==> src/sv/rfpa_pkg.sv <==
// rfpa_pkg: shared types and codes for the ring fork-pair arbiter
// holds the broadcast command, the chain link type, status and register codes
// no dependencies
package rfpa_pkg;

    localparam int SEAT_W = 4;
    localparam int RING_W = 5;
    localparam int MEAL_W = 16;
    localparam int TIME_IN_W = 32;
    localparam int STATUS_W = 3;

    // input kinds
    localparam logic KIND_REQUEST = 1'b0;
    localparam logic KIND_RELEASE = 1'b1;

    // result status codes
    localparam logic [STATUS_W-1:0] ST_GRANTED    = 3'd0;
    localparam logic [STATUS_W-1:0] ST_BUSY       = 3'd1;
    localparam logic [STATUS_W-1:0] ST_SINGLE     = 3'd2;
    localparam logic [STATUS_W-1:0] ST_NOT_OLDEST = 3'd3;
    localparam logic [STATUS_W-1:0] ST_RELEASED   = 3'd4;

    // configuration register indexes
    localparam logic CFG_SEAT_COUNT  = 1'b0;
    localparam logic CFG_MEAL_TARGET = 1'b1;

    // reset values of the configuration registers
    localparam logic [RING_W-1:0] SEAT_COUNT_RST  = 5'd5;
    localparam logic [MEAL_W-1:0] MEAL_TARGET_RST = 16'd0;

    // command broadcast from the controller to every cell
    typedef struct packed {
        logic              upd_grant;
        logic              upd_release;
        logic              meal_dec_en;
        logic              meal_load;
        logic [SEAT_W-1:0] seat;
        logic [RING_W-1:0] next_seat;
        logic [RING_W-1:0] ring_n;
        logic [MEAL_W-1:0] meal_value;
    } cell_cmd_t;

    // age-check token handed from cell to cell
    typedef struct packed {
        logic valid;
        logic older;
    } link_t;

endpackage

==> src/sv/rfpa_cell.sv <==
// rfpa_cell: one seat of the ring, holding its resource flag, last grant time
// and remaining meal count, plus one stage of the age-check chain
// depends on rfpa_pkg
module rfpa_cell #(
    parameter int TIME_BITS = 32,
    parameter int CELL_IDX  = 0
) (
    input  logic                    clk,
    input  logic                    rst_n,
    input  rfpa_pkg::cell_cmd_t     cmd,
    input  logic [TIME_BITS-1:0]    grant_time,
    input  rfpa_pkg::link_t         link_in,
    input  logic [TIME_BITS-1:0]    ref_time_in,
    output rfpa_pkg::link_t         link_out,
    output logic [TIME_BITS-1:0]    ref_time_out,
    output logic                    taken,
    output logic [TIME_BITS-1:0]    last_time,
    output logic [rfpa_pkg::MEAL_W-1:0] meals
);
    import rfpa_pkg::*;

    localparam bit                ADDRESSABLE = CELL_IDX < (1 << SEAT_W);
    localparam bit                RING_FITS   = CELL_IDX < (1 << RING_W);
    localparam logic [SEAT_W-1:0] MY_SEAT     = SEAT_W'(CELL_IDX);
    localparam logic [RING_W-1:0] MY_RING_IDX = RING_W'(CELL_IDX);

    logic                 taken_reg;
    logic [TIME_BITS-1:0] time_reg;
    logic [MEAL_W-1:0]    meals_reg;
    link_t                link_reg;
    logic [TIME_BITS-1:0] ref_time_reg;
    logic                 seat_hit;
    logic                 next_hit;
    logic                 active;

    assign seat_hit = ADDRESSABLE && (cmd.seat == MY_SEAT);
    assign next_hit = RING_FITS && (cmd.next_seat == MY_RING_IDX);
    assign active   = RING_FITS && (MY_RING_IDX < cmd.ring_n);

    // seat state: grant, release, meal bookkeeping
    always_ff @(posedge clk or negedge rst_n)
    begin
        if (!rst_n)
        begin
            taken_reg <= 1'b0;
            time_reg  <= '0;
            meals_reg <= MEAL_TARGET_RST;
        end
        else
        begin
            if (cmd.meal_load)
            begin
                meals_reg <= cmd.meal_value;
            end
            if (cmd.upd_grant)
            begin
                if (seat_hit || next_hit)
                begin
                    taken_reg <= 1'b1;
                end
                if (seat_hit)
                begin
                    time_reg <= grant_time;
                end
            end
            if (cmd.upd_release)
            begin
                if (seat_hit || next_hit)
                begin
                    taken_reg <= 1'b0;
                end
                if (seat_hit && cmd.meal_dec_en && (meals_reg != '0))
                begin
                    meals_reg <= meals_reg - MEAL_W'(1);
                end
            end
        end
    end

    // age-check stage: flag a strictly older grant time within the ring
    always_ff @(posedge clk or negedge rst_n)
    begin
        if (!rst_n)
        begin
            link_reg <= '0;
        end
        else
        begin
            link_reg.valid <= link_in.valid;
            link_reg.older <= link_in.older
                              | (link_in.valid && active && (time_reg < ref_time_in));
        end
    end

    // reference time travels alongside the token
    always_ff @(posedge clk)
    begin
        ref_time_reg <= ref_time_in;
    end

    assign link_out     = link_reg;
    assign ref_time_out = ref_time_reg;
    assign taken        = taken_reg;
    assign last_time    = time_reg;
    assign meals        = meals_reg;

endmodule

==> src/sv/ring_fork_pair_arbiter_unit.sv <==
// Ring fork-pair arbiter: grants a seat its own resource and its neighbour's
// when both are free and no seat in the ring holds an older last grant time.
// Input stream: s_tvalid/s_tready, s_tdata = {now_time, seat}, s_tuser = kind
// (0 request, 1 release). Output stream: m_tvalid/m_tready,
// m_tdata = {meals_remaining, status, granted}. One result per input item.
// Configuration: cfg_we with cfg_index 0 writes seat_count, index 1 writes
// meal_target (reloading every seat's meal count); write only when idle.
// Timing: one item at a time. A release, a busy or single-seat request, or a
// seat outside the ring passes from acceptance through the evaluate and result
// states to m_tvalid; a request that reaches the age check also waits in the
// walk state while the token walks the row of seat cells one cell per cycle.
// The next item is accepted once the previous one has reached the output
// register, and one item may be in work while a result waits to be taken.
// If the receiver stalls with a result still waiting, the finished item holds
// in its last step until the output register frees.
// Reset clears all resource flags and grant times, sets seat_count to 5 and
// meal_target to 0, and empties the output register.
// depends on rfpa_pkg and rfpa_cell
module ring_fork_pair_arbiter_unit #(
    parameter int MAX_SEATS = 16,
    parameter int TIME_BITS = 32
) (
    input  logic        clk,
    input  logic        rst_n,
    input  logic        s_tvalid,
    output logic        s_tready,
    input  logic [39:0] s_tdata,   // [3:0] seat, [35:4] now_time, [39:36] zero
    input  logic        s_tuser,   // [0] kind
    output logic        m_tvalid,
    input  logic        m_tready,
    output logic [23:0] m_tdata,   // [0] granted, [3:1] status, [19:4] meals_remaining, [23:20] zero
    input  logic        cfg_we,
    input  logic        cfg_index,
    input  logic [15:0] cfg_data
);
    import rfpa_pkg::*;

    localparam logic [RING_W-1:0] MAX_RING = (MAX_SEATS > 31) ? RING_W'(31)
                                                              : RING_W'(MAX_SEATS);
    localparam int NSEL = (MAX_SEATS < (1 << SEAT_W)) ? MAX_SEATS : (1 << SEAT_W);
    localparam int NNXT = (MAX_SEATS < (1 << RING_W)) ? MAX_SEATS : (1 << RING_W);

    typedef enum logic [1:0] {
        ST_IDLE,
        ST_EVAL,
        ST_WALK,
        ST_RESULT
    } state_t;

    state_t               state_reg;
    logic [RING_W-1:0]    seat_count_reg;
    logic [MEAL_W-1:0]    meal_target_reg;
    logic                 kind_reg;
    logic [SEAT_W-1:0]    seat_reg;
    logic [TIME_BITS-1:0] now_reg;
    logic [RING_W-1:0]    ring_n_reg;
    link_t                launch_reg;
    logic [TIME_BITS-1:0] launch_time_reg;
    logic                 res_granted_reg;
    logic [STATUS_W-1:0]  res_status_reg;
    logic [MEAL_W-1:0]    res_meals_reg;
    logic                 out_valid_reg;
    logic [23:0]          out_data_reg;

    cell_cmd_t            cmd;
    link_t                chain_link [0:MAX_SEATS];
    logic [TIME_BITS-1:0] chain_time [0:MAX_SEATS];
    logic                 cell_taken [0:MAX_SEATS-1];
    logic [TIME_BITS-1:0] cell_time  [0:MAX_SEATS-1];
    logic [MEAL_W-1:0]    cell_meals [0:MAX_SEATS-1];

    logic [RING_W-1:0]    ring_n;
    logic [RING_W-1:0]    seat_inc;
    logic [RING_W-1:0]    next_seat;
    logic                 in_ring;
    logic                 taken_s;
    logic                 taken_nx;
    logic [TIME_BITS-1:0] time_s;
    logic [MEAL_W-1:0]    meals_s;
    logic                 meal_dec;
    logic                 busy;
    logic                 in_accept;
    logic                 launch_go;
    logic                 out_load;

    // effective ring size, clamped to 1..MAX_SEATS
    always_comb
    begin
        if (seat_count_reg == '0)
        begin
            ring_n = RING_W'(1);
        end
        else if (seat_count_reg > MAX_RING)
        begin
            ring_n = MAX_RING;
        end
        else
        begin
            ring_n = seat_count_reg;
        end
    end

    // neighbour seat and ring membership of the held item
    assign seat_inc  = {1'b0, seat_reg} + RING_W'(1);
    assign next_seat = (seat_inc == ring_n_reg) ? '0 : seat_inc;
    assign in_ring   = {1'b0, seat_reg} < ring_n_reg;

    // read the addressed seats out of the row
    always_comb
    begin
        taken_s  = 1'b0;
        taken_nx = 1'b0;
        time_s   = '0;
        meals_s  = '0;
        for (int i = 0; i < NSEL; i++)
        begin
            if (seat_reg == SEAT_W'(i))
            begin
                taken_s = cell_taken[i];
                time_s  = cell_time[i];
                meals_s = cell_meals[i];
            end
        end
        for (int i = 0; i < NNXT; i++)
        begin
            if (next_seat == RING_W'(i))
            begin
                taken_nx = cell_taken[i];
            end
        end
    end

    assign meal_dec = (meal_target_reg != '0) && (meals_s != '0);
    assign busy     = taken_s || ((ring_n_reg > RING_W'(1)) && taken_nx);

    // command broadcast to the cells
    always_comb
    begin
        cmd             = '0;
        cmd.seat        = seat_reg;
        cmd.next_seat   = next_seat;
        cmd.ring_n      = ring_n_reg;
        cmd.meal_dec_en = meal_target_reg != '0;
        cmd.meal_value  = cfg_data;
        cmd.meal_load   = cfg_we && (cfg_index == CFG_MEAL_TARGET);
        cmd.upd_release = (state_reg == ST_EVAL) && in_ring && (kind_reg == KIND_RELEASE);
        cmd.upd_grant   = (state_reg == ST_WALK) && chain_link[MAX_SEATS].valid
                          && !chain_link[MAX_SEATS].older;
    end

    // configuration registers
    always_ff @(posedge clk or negedge rst_n)
    begin
        if (!rst_n)
        begin
            seat_count_reg  <= SEAT_COUNT_RST;
            meal_target_reg <= MEAL_TARGET_RST;
        end
        else if (cfg_we)
        begin
            unique case (cfg_index)
                CFG_SEAT_COUNT:  seat_count_reg  <= cfg_data[RING_W-1:0];
                CFG_MEAL_TARGET: meal_target_reg <= cfg_data;
                default:         ;
            endcase
        end
    end

    assign in_accept = s_tvalid && s_tready;

    // age-check launch for a free request in a ring of two or more seats
    assign launch_go = (state_reg == ST_EVAL) && in_ring && (kind_reg == KIND_REQUEST)
                       && !busy && (ring_n_reg > RING_W'(1));
    assign out_load  = (state_reg == ST_RESULT) && (!out_valid_reg || m_tready);

    // item sequencer and output register
    always_ff @(posedge clk or negedge rst_n)
    begin
        if (!rst_n)
        begin
            state_reg       <= ST_IDLE;
            launch_reg      <= '0;
            out_valid_reg   <= 1'b0;
            kind_reg        <= KIND_REQUEST;
            seat_reg        <= '0;
            now_reg         <= '0;
            ring_n_reg      <= RING_W'(1);
            launch_time_reg <= '0;
            res_granted_reg <= 1'b0;
            res_status_reg  <= ST_GRANTED;
            res_meals_reg   <= '0;
            out_data_reg    <= '0;
        end
        else
        begin
            launch_reg.valid <= launch_go;
            launch_reg.older <= 1'b0;
            if (out_load)
            begin
                out_valid_reg <= 1'b1;
            end
            else if (m_tready)
            begin
                out_valid_reg <= 1'b0;
            end
            unique case (state_reg)
                ST_IDLE:
                begin
                    if (in_accept)
                    begin
                        kind_reg   <= s_tuser;
                        seat_reg   <= s_tdata[SEAT_W-1:0];
                        now_reg    <= TIME_BITS'(s_tdata[SEAT_W +: TIME_IN_W]);
                        ring_n_reg <= ring_n;
                        state_reg  <= ST_EVAL;
                    end
                end
                ST_EVAL:
                begin
                    res_granted_reg <= 1'b0;
                    if (!in_ring)
                    begin
                        res_meals_reg  <= '0;
                        res_status_reg <= (kind_reg == KIND_RELEASE) ? ST_RELEASED : ST_BUSY;
                        state_reg      <= ST_RESULT;
                    end
                    else if (kind_reg == KIND_RELEASE)
                    begin
                        res_status_reg <= ST_RELEASED;
                        res_meals_reg  <= meals_s - MEAL_W'(meal_dec);
                        state_reg      <= ST_RESULT;
                    end
                    else if (busy)
                    begin
                        res_status_reg <= ST_BUSY;
                        res_meals_reg  <= meals_s;
                        state_reg      <= ST_RESULT;
                    end
                    else if (ring_n_reg <= RING_W'(1))
                    begin
                        res_status_reg <= ST_SINGLE;
                        res_meals_reg  <= meals_s;
                        state_reg      <= ST_RESULT;
                    end
                    else
                    begin
                        // start the age-check token down the row
                        res_meals_reg   <= meals_s;
                        launch_time_reg <= time_s;
                        state_reg       <= ST_WALK;
                    end
                end
                ST_WALK:
                begin
                    if (chain_link[MAX_SEATS].valid)
                    begin
                        res_granted_reg <= !chain_link[MAX_SEATS].older;
                        res_status_reg  <= chain_link[MAX_SEATS].older ? ST_NOT_OLDEST
                                                                       : ST_GRANTED;
                        state_reg       <= ST_RESULT;
                    end
                end
                ST_RESULT:
                begin
                    if (out_load)
                    begin
                        out_data_reg <= {4'd0, res_meals_reg, res_status_reg, res_granted_reg};
                        state_reg    <= ST_IDLE;
                    end
                end
                default:
                begin
                    state_reg <= ST_IDLE;
                end
            endcase
        end
    end

    // row of seat cells
    assign chain_link[0] = launch_reg;
    assign chain_time[0] = launch_time_reg;

    for (genvar g = 0; g < MAX_SEATS; g++)
    begin : g_cell
        rfpa_cell #(
            .TIME_BITS (TIME_BITS),
            .CELL_IDX  (g)
        ) u_cell (
            .clk          (clk),
            .rst_n        (rst_n),
            .cmd          (cmd),
            .grant_time   (now_reg),
            .link_in      (chain_link[g]),
            .ref_time_in  (chain_time[g]),
            .link_out     (chain_link[g+1]),
            .ref_time_out (chain_time[g+1]),
            .taken        (cell_taken[g]),
            .last_time    (cell_time[g]),
            .meals        (cell_meals[g])
        );
    end

    assign s_tready = state_reg == ST_IDLE;
    assign m_tvalid = out_valid_reg;
    assign m_tdata  = out_data_reg;

endmodule

==> config.mk <==
export PLATFORM = sky130hd
export DESIGN_NAME = ring_fork_pair_arbiter_unit
export DESIGN_NICKNAME = d
export VERILOG_FILES = /design/src/sv/rfpa_pkg.sv /design/src/sv/rfpa_cell.sv /design/src/sv/ring_fork_pair_arbiter_unit.sv
export SDC_FILE = /design/constraint.sdc
export NUM_CORES = 2
export LEC_CHECK = 0
export BUFFER_PORTS_ARGS = -buffer_cell sky130_fd_sc_hd__buf_2
export CORE_UTILIZATION = 35
export CTS_CLUSTER_SIZE = 12
export DETAILED_ROUTE_END_ITERATION = 7
export PLACE_DENSITY_LB_ADDON = 0.05
export SETUP_SLACK_MARGIN = 0.15
export SLEW_MARGIN = 20
export SYNTH_ARGS = -nofsm -noshare
export SYNTH_HDL_FRONTEND = slang
export SYNTH_SLANG_ARGS = --single-unit
==> constraint.sdc <==
create_clock -name clk -period 6.5 [get_ports clk]
set_input_delay 0.325 -clock clk [delete_from_list [all_inputs] [get_ports clk]]
set_output_delay 0.325 -clock clk [all_outputs]
set_load 0.005 [all_outputs]
After elaboration in Yosys (flattened, before gate mapping)
Cells that the tools add are included.
{"block": "totals", "regBits": 1435, "input_bits": 63, "out_inout_bits": 26, "word_cells": 566}
{"block": "classes", "addsub": 18, "magnitude_cmp": 36, "n_eq_ne": 38, "muxes": 201, "n_bitwise": 19, "reduce_logical": 145}
{"operator": "$mux 16", "n": 66}
{"operator": "$lt 32x32->1", "n": 16}
{"operator": "$mux 32", "n": 16}
{"operator": "$reduce_bool 16->1", "n": 18}
{"operator": "$sub 16x1->16 const B", "n": 16}
{"operator": "$mux 1", "n": 103}
{"operator": "$logic_and 1x1->1", "n": 76}
{"operator": "$reduce_and 2->1", "n": 21}
{"operator": "$eq 5x4->1 const B", "n": 8}
{"operator": "$lt 4x5->1 const A", "n": 8}
{"operator": "$eq 4x4->1 const B", "n": 8}
{"operator": "$eq 5x3->1 const B", "n": 4}
{"operator": "$lt 3x5->1 const A", "n": 4}
{"operator": "$logic_or 1x1->1", "n": 18}
{"operator": "$mux 3", "n": 6}
{"operator": "$eq 4x3->1 const B", "n": 4}
{"operator": "$sub 16x1->16", "n": 1}
{"operator": "$mux 5", "n": 3}
{"operator": "$or 1x1->1", "n": 15}
{"operator": "$eq 5x2->1 const B", "n": 2}
{"operator": "$logic_not 5->1", "n": 2}
{"operator": "$lt 1x5->1 const A", "n": 2}
{"operator": "$lt 2x5->1 const A", "n": 2}
{"operator": "$eq 4x2->1 const B", "n": 2}
{"operator": "other kinds (24)", "n": 36}

Longest topological paths before layout
{"block": "logic_depth", "word_depth": 26, "mapped_depth": 23, "depth_no_buf": 19}

Hierarchy
Synthesis repeated with hierarchy kept, for this count alone.
{"block": "hier_totals", "cells_unflattened": 6966, "hier_area_um2": 73962.2}
{"module": "ring_fork_pair_arbiter_unit", "n_inst": 1, "cells_each": 1628, "area_each_um2": 13162.6}
{"module": "rfpa_cell at g_cell[10].u_cell", "n_inst": 1, "cells_each": 331, "area_each_um2": 3829.9}
{"module": "rfpa_cell at g_cell[12].u_cell", "n_inst": 1, "cells_each": 328, "area_each_um2": 3828.7}
{"module": "rfpa_cell at g_cell[5].u_cell", "n_inst": 1, "cells_each": 344, "area_each_um2": 3828.7}
{"module": "rfpa_cell at g_cell[11].u_cell", "n_inst": 1, "cells_each": 329, "area_each_um2": 3817.4}
{"module": "rfpa_cell at g_cell[8].u_cell", "n_inst": 1, "cells_each": 333, "area_each_um2": 3811.2}
{"module": "rfpa_cell at g_cell[4].u_cell", "n_inst": 1, "cells_each": 327, "area_each_um2": 3809.9}
{"module": "rfpa_cell at g_cell[9].u_cell", "n_inst": 1, "cells_each": 343, "area_each_um2": 3809.9}
{"module": "rfpa_cell at g_cell[13].u_cell", "n_inst": 1, "cells_each": 340, "area_each_um2": 3804.9}
{"module": "rfpa_cell at g_cell[2].u_cell", "n_inst": 1, "cells_each": 326, "area_each_um2": 3804.9}
{"module": "rfpa_cell at g_cell[14].u_cell", "n_inst": 1, "cells_each": 325, "area_each_um2": 3803.6}
{"module": "rfpa_cell at g_cell[15].u_cell", "n_inst": 1, "cells_each": 329, "area_each_um2": 3799.9}
{"module": "rfpa_cell at g_cell[3].u_cell", "n_inst": 1, "cells_each": 339, "area_each_um2": 3797.4}
{"module": "rfpa_cell at g_cell[6].u_cell", "n_inst": 1, "cells_each": 343, "area_each_um2": 3797.4}
{"module": "3 more rows"}

Worst setup path after synthesis
No wires, ideal clock.
{"block": "synth_timing", "path_type": "register to register", "from": "register seat_reg[0]", "to": "register res_meals_reg[11]", "setup_time_ns": 0.126, "arrival_time_ns": 4.433, "slack_ns": 1.941, "stages_incl_launch_ff": 21, "path_cell_list": "dfrtp_1 -> clkbuf_1 -> inv_1 -> ha_1 -> nor2b_1 -> clkbuf_1 -> a221oi_1 -> o32ai_1 -> a2111oi_0 -> o31a_1 -> o31ai_1 -> or3_1 -> or4_1 -> o31a_1 -> ha_1 -> and4_1 -> nand3_1 -> nand3_1 -> nand4b_1 -> nor2_1 -> a221o_1"}
{"block": "synth_between", "elab_chain_len": 22, "word_cells_on_any_way": 38}
{"item": "start: declaration", "line_no": "ring_fork_pair_arbiter_unit.sv:54", "source": "logic [SEAT_W-1:0] seat_reg;"}
{"item": "start signal: assignment", "line_no": "ring_fork_pair_arbiter_unit.sv:212", "source": "seat_reg <= s_tdata[SEAT_W-1:0];"}
{"item": "$logic_not 4->1", "line_no": "ring_fork_pair_arbiter_unit.sv:117", "source": "if (seat_reg == SEAT_W'(i))"}
{"item": "$mux 16 (16 in series)", "line_no": "ring_fork_pair_arbiter_unit.sv:117"}
{"item": "$reduce_bool 16->1", "line_no": "ring_fork_pair_arbiter_unit.sv:133", "source": "assign meal_dec = (meal_target_reg != '0) && (meals_s != '0);"}
{"item": "$logic_and 1x1->1", "line_no": "ring_fork_pair_arbiter_unit.sv:133"}
{"item": "$sub 16x1->16", "line_no": "ring_fork_pair_arbiter_unit.sv:230", "source": "res_meals_reg <= meals_s - MEAL_W'(meal_dec);"}
{"item": "$mux 16", "line_no": "ring_fork_pair_arbiter_unit.sv:227", "source": "else if (kind_reg == KIND_RELEASE)"}
{"item": "$mux 16 *", "line_no": "ring_fork_pair_arbiter_unit.sv:221", "source": "if (!in_ring)"}
{"item": "end signal: assignment", "line_no": "ring_fork_pair_arbiter_unit.sv:230"}
{"item": "end signal: assignment", "line_no": "ring_fork_pair_arbiter_unit.sv:236", "source": "res_meals_reg <= meals_s;"}
{"item": "end signal: assignment", "line_no": "ring_fork_pair_arbiter_unit.sv:242", "source": "res_meals_reg <= meals_s;"}
{"item": "end: declaration", "line_no": "ring_fork_pair_arbiter_unit.sv:61", "source": "logic [MEAL_W-1:0] res_meals_reg;"}
Every way passes the cells marked *; elsewhere a longest branch is shown, timed or not.
A chain may end at the register's enable or synchronous reset.

Final worst setup path
{"block": "layout_timing", "from": "register seat_reg[0]", "to": "register res_meals_reg[9]"}
The elaborated chain is that of the path after synthesis.

==> results.py <==
metrics = {
    "outcome": {
        "outcome": "finished clean",
    },
    "hold_path": {
        "hp-class": "input pin to flip-flop",
        "hp-start": "cfg_index",
        "hold_path_end": "seat_count_reg[4]$_DFFE_PN0P_",
        "hold_depth": 3,
    },
    "placement": {
        "gp_congestion": 0.960,
        "dpl.hpwl_um": 194000,
        "port_buffers": 80,
        "pre_cts_ws_ns": 1.09,
    },
    "worst_setup_path": {
        "crit_start": "seat_reg[0]$_DFFE_PN0P_",
        "ff2ff_path_depth": 18,
        "cp_top_family": "compound AO/OA/AOI/OAI gates",
        "cpPeakStageDelay_ns": 0.73,
        "arrival_ns": 6.34,
        "critical_path_class": "flip-flop to flip-flop",
        "end_kind": "flip-flop",
        "path_cells": "inv_1, ha_2, nor2b_1, a22oi_1, o32ai_1, a2111oi_0, o31a_1, o31ai_1, or3_1, or4_1, o31a_1, ha_1, and4_1, nand3_1, nand3_1, nand3_1, or3_1, a41o_1",
        "r2r_start": "seat_reg[0]$_DFFE_PN0P_",
        "critPathMaxFanout": 8,
        "crit_slowest_cell": "nor2b_1",
        "r2r_setup_slack_ns": 0.87,
        "required_ns": 7.21,
        "crit_path_frequent_cell": "nand3_1",
        "timing.rr.end": "res_meals_reg[9]$_DFFE_PN0P_",
        "startpoint_type": "flip-flop",
        "worst-path-buf-inv": 1,
    },
    "power_and_ir_drop": {
        "clkPwrFrac_pct": 26.6,
        "pwr-share-seq_pct": 37.3,
        "p_leak_nw": 36.5,
        "power.internal_w": 0.0212,
        "power_w": 0.0361,
        "combPwrFrac_pct": 36.0,
        "power_density_nw_per_um2": 450,
        "ir_worst_vdd_v": 0.000299,
        "sw_frac_of_total_pct": 41.2,
        "netSwitchingPower_w": 0.0149,
    },
    "route": {
        "routed_wl_um": 267000,
        "routedWlPerCell_um": 26.9,
        "wl_met1_um": 119000,
        "dr.pass1.iters": 6,
        "ant_nets": 0,
        "vias": 55200,
        "routed_via_density": 5.57,
        "routed-wl-met2_um": 126000,
        "dr_wl_met3_um": 12900,
        "drc": 0,
        "initialDrtViolationCount": 4438,
        "topRoutingLayerUsed": "met5",
    },
    "layout": {
        "drive_gt1_share_pct": 15.7,
        "fillerInstances": 19800,
        "final_common_cell": "dfrtp_1",
        "multi_input_area_um2": 33600,
        "areaGrowthSynthToFinish_pct": 13.5,
        "final_cell_mix": "dfrtp_1, inv_1, mux2_2",
        "largest_reg_flops": 512,
        "final-seq-area_um2": 33500,
        "final_nets": 7719,
        "fin_util_pct": 40.1,
    },
    "global_route": {
        "grt_use_total_pct": 25.9,
        "grt_pass1_vias": 55300,
        "grt_pass1_wl_um": 389000,
        "overflow": 0,
        "grt_max_degree": 147,
        "antenna_found_initial": 23,
    },
    "logic_synthesis": {
        "ys_seq_elements": 1435,
        "seq_area_frac_synth_pct": 47.4,
        "synthCells": 7049,
        "yosysUniqueCellTypes": 95,
        "syn_avg_cell_area_um2": 10.0,
        "syn_area_um2": 70700,
        "synth_edf_count": 0,
        "synthArstFlopShare_pct": 66.6,
        "synth_ff_type": "dfrtp_1",
        "yosys_warnings": 0,
    },
    "sta": {
        "setup_ws_ns": 0.867,
        "worst_pin_slew_ns": 1.19,
        "finalMaxSlewViolations": 0,
        "skew_ns": 0.0298,
        "hold_violations": 0,
        "period_share_pct": 86.7,
        "final.setup.tns_ns": 0,
        "fin_crit_ns": 5.63,
        "hold_slack_ns": 0.0814,
        "slew_headroom_pct": 20.3,
        "grt_setup_unrepaired": "no",
        "final-setup-viol-count": 0,
        "fmax_mhz": 178,
    },
    "cts": {
        "htreeDepth": 4,
        "cts-root-buf": "clkbuf_16",
        "cts_buffers": 169,
        "insertion_delay_ns": 0.82,
        "cts.sinks": 1435,
        "ctsResizeCount": 0,
        "cts_buffer_depth": 3,
        "clk_transition_reported_paths_ns": 0.06,
        "cts_tree": "yes",
    },
    "floorplanning": {
        "initial_core_util_pct": 35.3,
        "chipWidth_um": 451,
        "core_um2": 200000,
        "die_area_um2": 204000,
        "row_count": 164,
        "die_h_um": 451,
        "io-pin-count": 89,
    },
    "flow_run": {
        "maxCapViolCount": 0,
    },
}
==> synthesized netlist by cell type, types with 76 or more instances <==
| cell type | instances | area (um2) |
|---|---|---|
| dfrtp_1 | 952 | 23800 |
| inv_1 | 640 | 2400 |
| mux2_2 | 562 | 6330 |
| ha_1 | 542 | 6780 |
| nand2_1 | 491 | 1840 |
| dfxtp_1 | 480 | 9610 |
| a21oi_1 | 421 | 2110 |
| nor2_1 | 408 | 1530 |
| o21ai_0 | 385 | 1930 |
| clkbuf_1 | 240 | 901 |
| nor3_1 | 207 | 1040 |
| a21o_1 | 171 | 1280 |
| a221oi_1 | 122 | 1070 |
| nand3_1 | 111 | 556 |
| a22oi_1 | 91 | 683 |
| o22ai_1 | 87 | 544 |
| nand2b_1 | 79 | 494 |
| nand4_1 | 76 | 475 |
==> kinds of logic (layout without fill, tap and decap cells) <==
kind of cell | count (synthesis) | count (layout) | share of synthesized area [%]
buffers and inverters | 1004 | 1204 | 5.52
muxes | 565 | 565 | 9.01
adders and majority gates | 542 | 542 | 9.59
and+or+nand+nor | 1669 | 1669 | 11.3
DFF | 1435 | 1435 | 47.4
other | 1 | 7 | 0.00530
xor gates and xnor gates | 16 | 16 | 0.219
AOI/OAI and AO/OA | 1817 | 1817 | 17.0
==> cell type report <==
cell class | instances | area share (%)
Tap cell | 2656 | 4.14
Clock inverter | 46 | 0.612
Inverter | 644 | 3.01
Antenna cell | 3 | 0.00935
Timing Repair Buffer | 251 | 2.33
Multi-Input combinational cell | 4613 | 41.8
Clock buffer | 263 | 6.32
Sequential cell | 1435 | 41.7
==> per-layer routing <==
metal  up-vias  global-route usage, %
met5         -                      0
met4         6                   8.93
met3       436                   3.60
met2      1511                   42.8
met1     27700                   34.7
li1      25500                      -
==> power groups by stage <==
stage | combinational, W | sequential (W) | clock, W
after floorplan | 0.00813 | 0.0122 | 0
after global placement | 0.0129 | 0.0136 | 0
final | 0.0130 | 0.0135 | 0.00961
after detailed placement | 0.0130 | 0.0136 | 0
after global routing | 0.0141 | 0.0138 | 0.0102
after CTS | 0.0131 | 0.0135 | 0.00984
==> metrics by stage <==
stage	area, um2	std cells
final	80300	9911
after global placement	74200	9553
after floorplan	70700	7052
after global routing	80300	9910
after detailed placement	74300	9554
after CTS	80300	9908
==> worst reg2reg max path: cells and delay by family (launching register included) <==
family	cells	cell delay [ns]
AO/OA/AOI/OAI	7	2.22
buffers and inverters	1	0.29
flip-flops	1	0.37
AND/OR/NAND/NOR	8	2.12
adder cells (fa/ha/maj)	2	0.52
==> how the worst max path moves through the flow <==
stage	endpoint	cells past startpoint
floorplan	res_meals_reg[11]$_DFFE_PN0P_	20
global placement	res_meals_reg[15]$_DFFE_PN0P_	18
detailed placement	res_meals_reg[9]$_DFFE_PN0P_	17
CTS	res_meals_reg[9]$_DFFE_PN0P_	17
global route	res_meals_reg[9]$_DFFE_PN0P_	18
finish	res_meals_reg[9]$_DFFE_PN0P_	18
==> repair_timing <==
action	4_1_cts	5_1_grt
hold buffers	45	0
endpoints found under the hold margin	96	0
setup buffers	0	0
No activity file was read; power rests on OpenSTA's default activity.
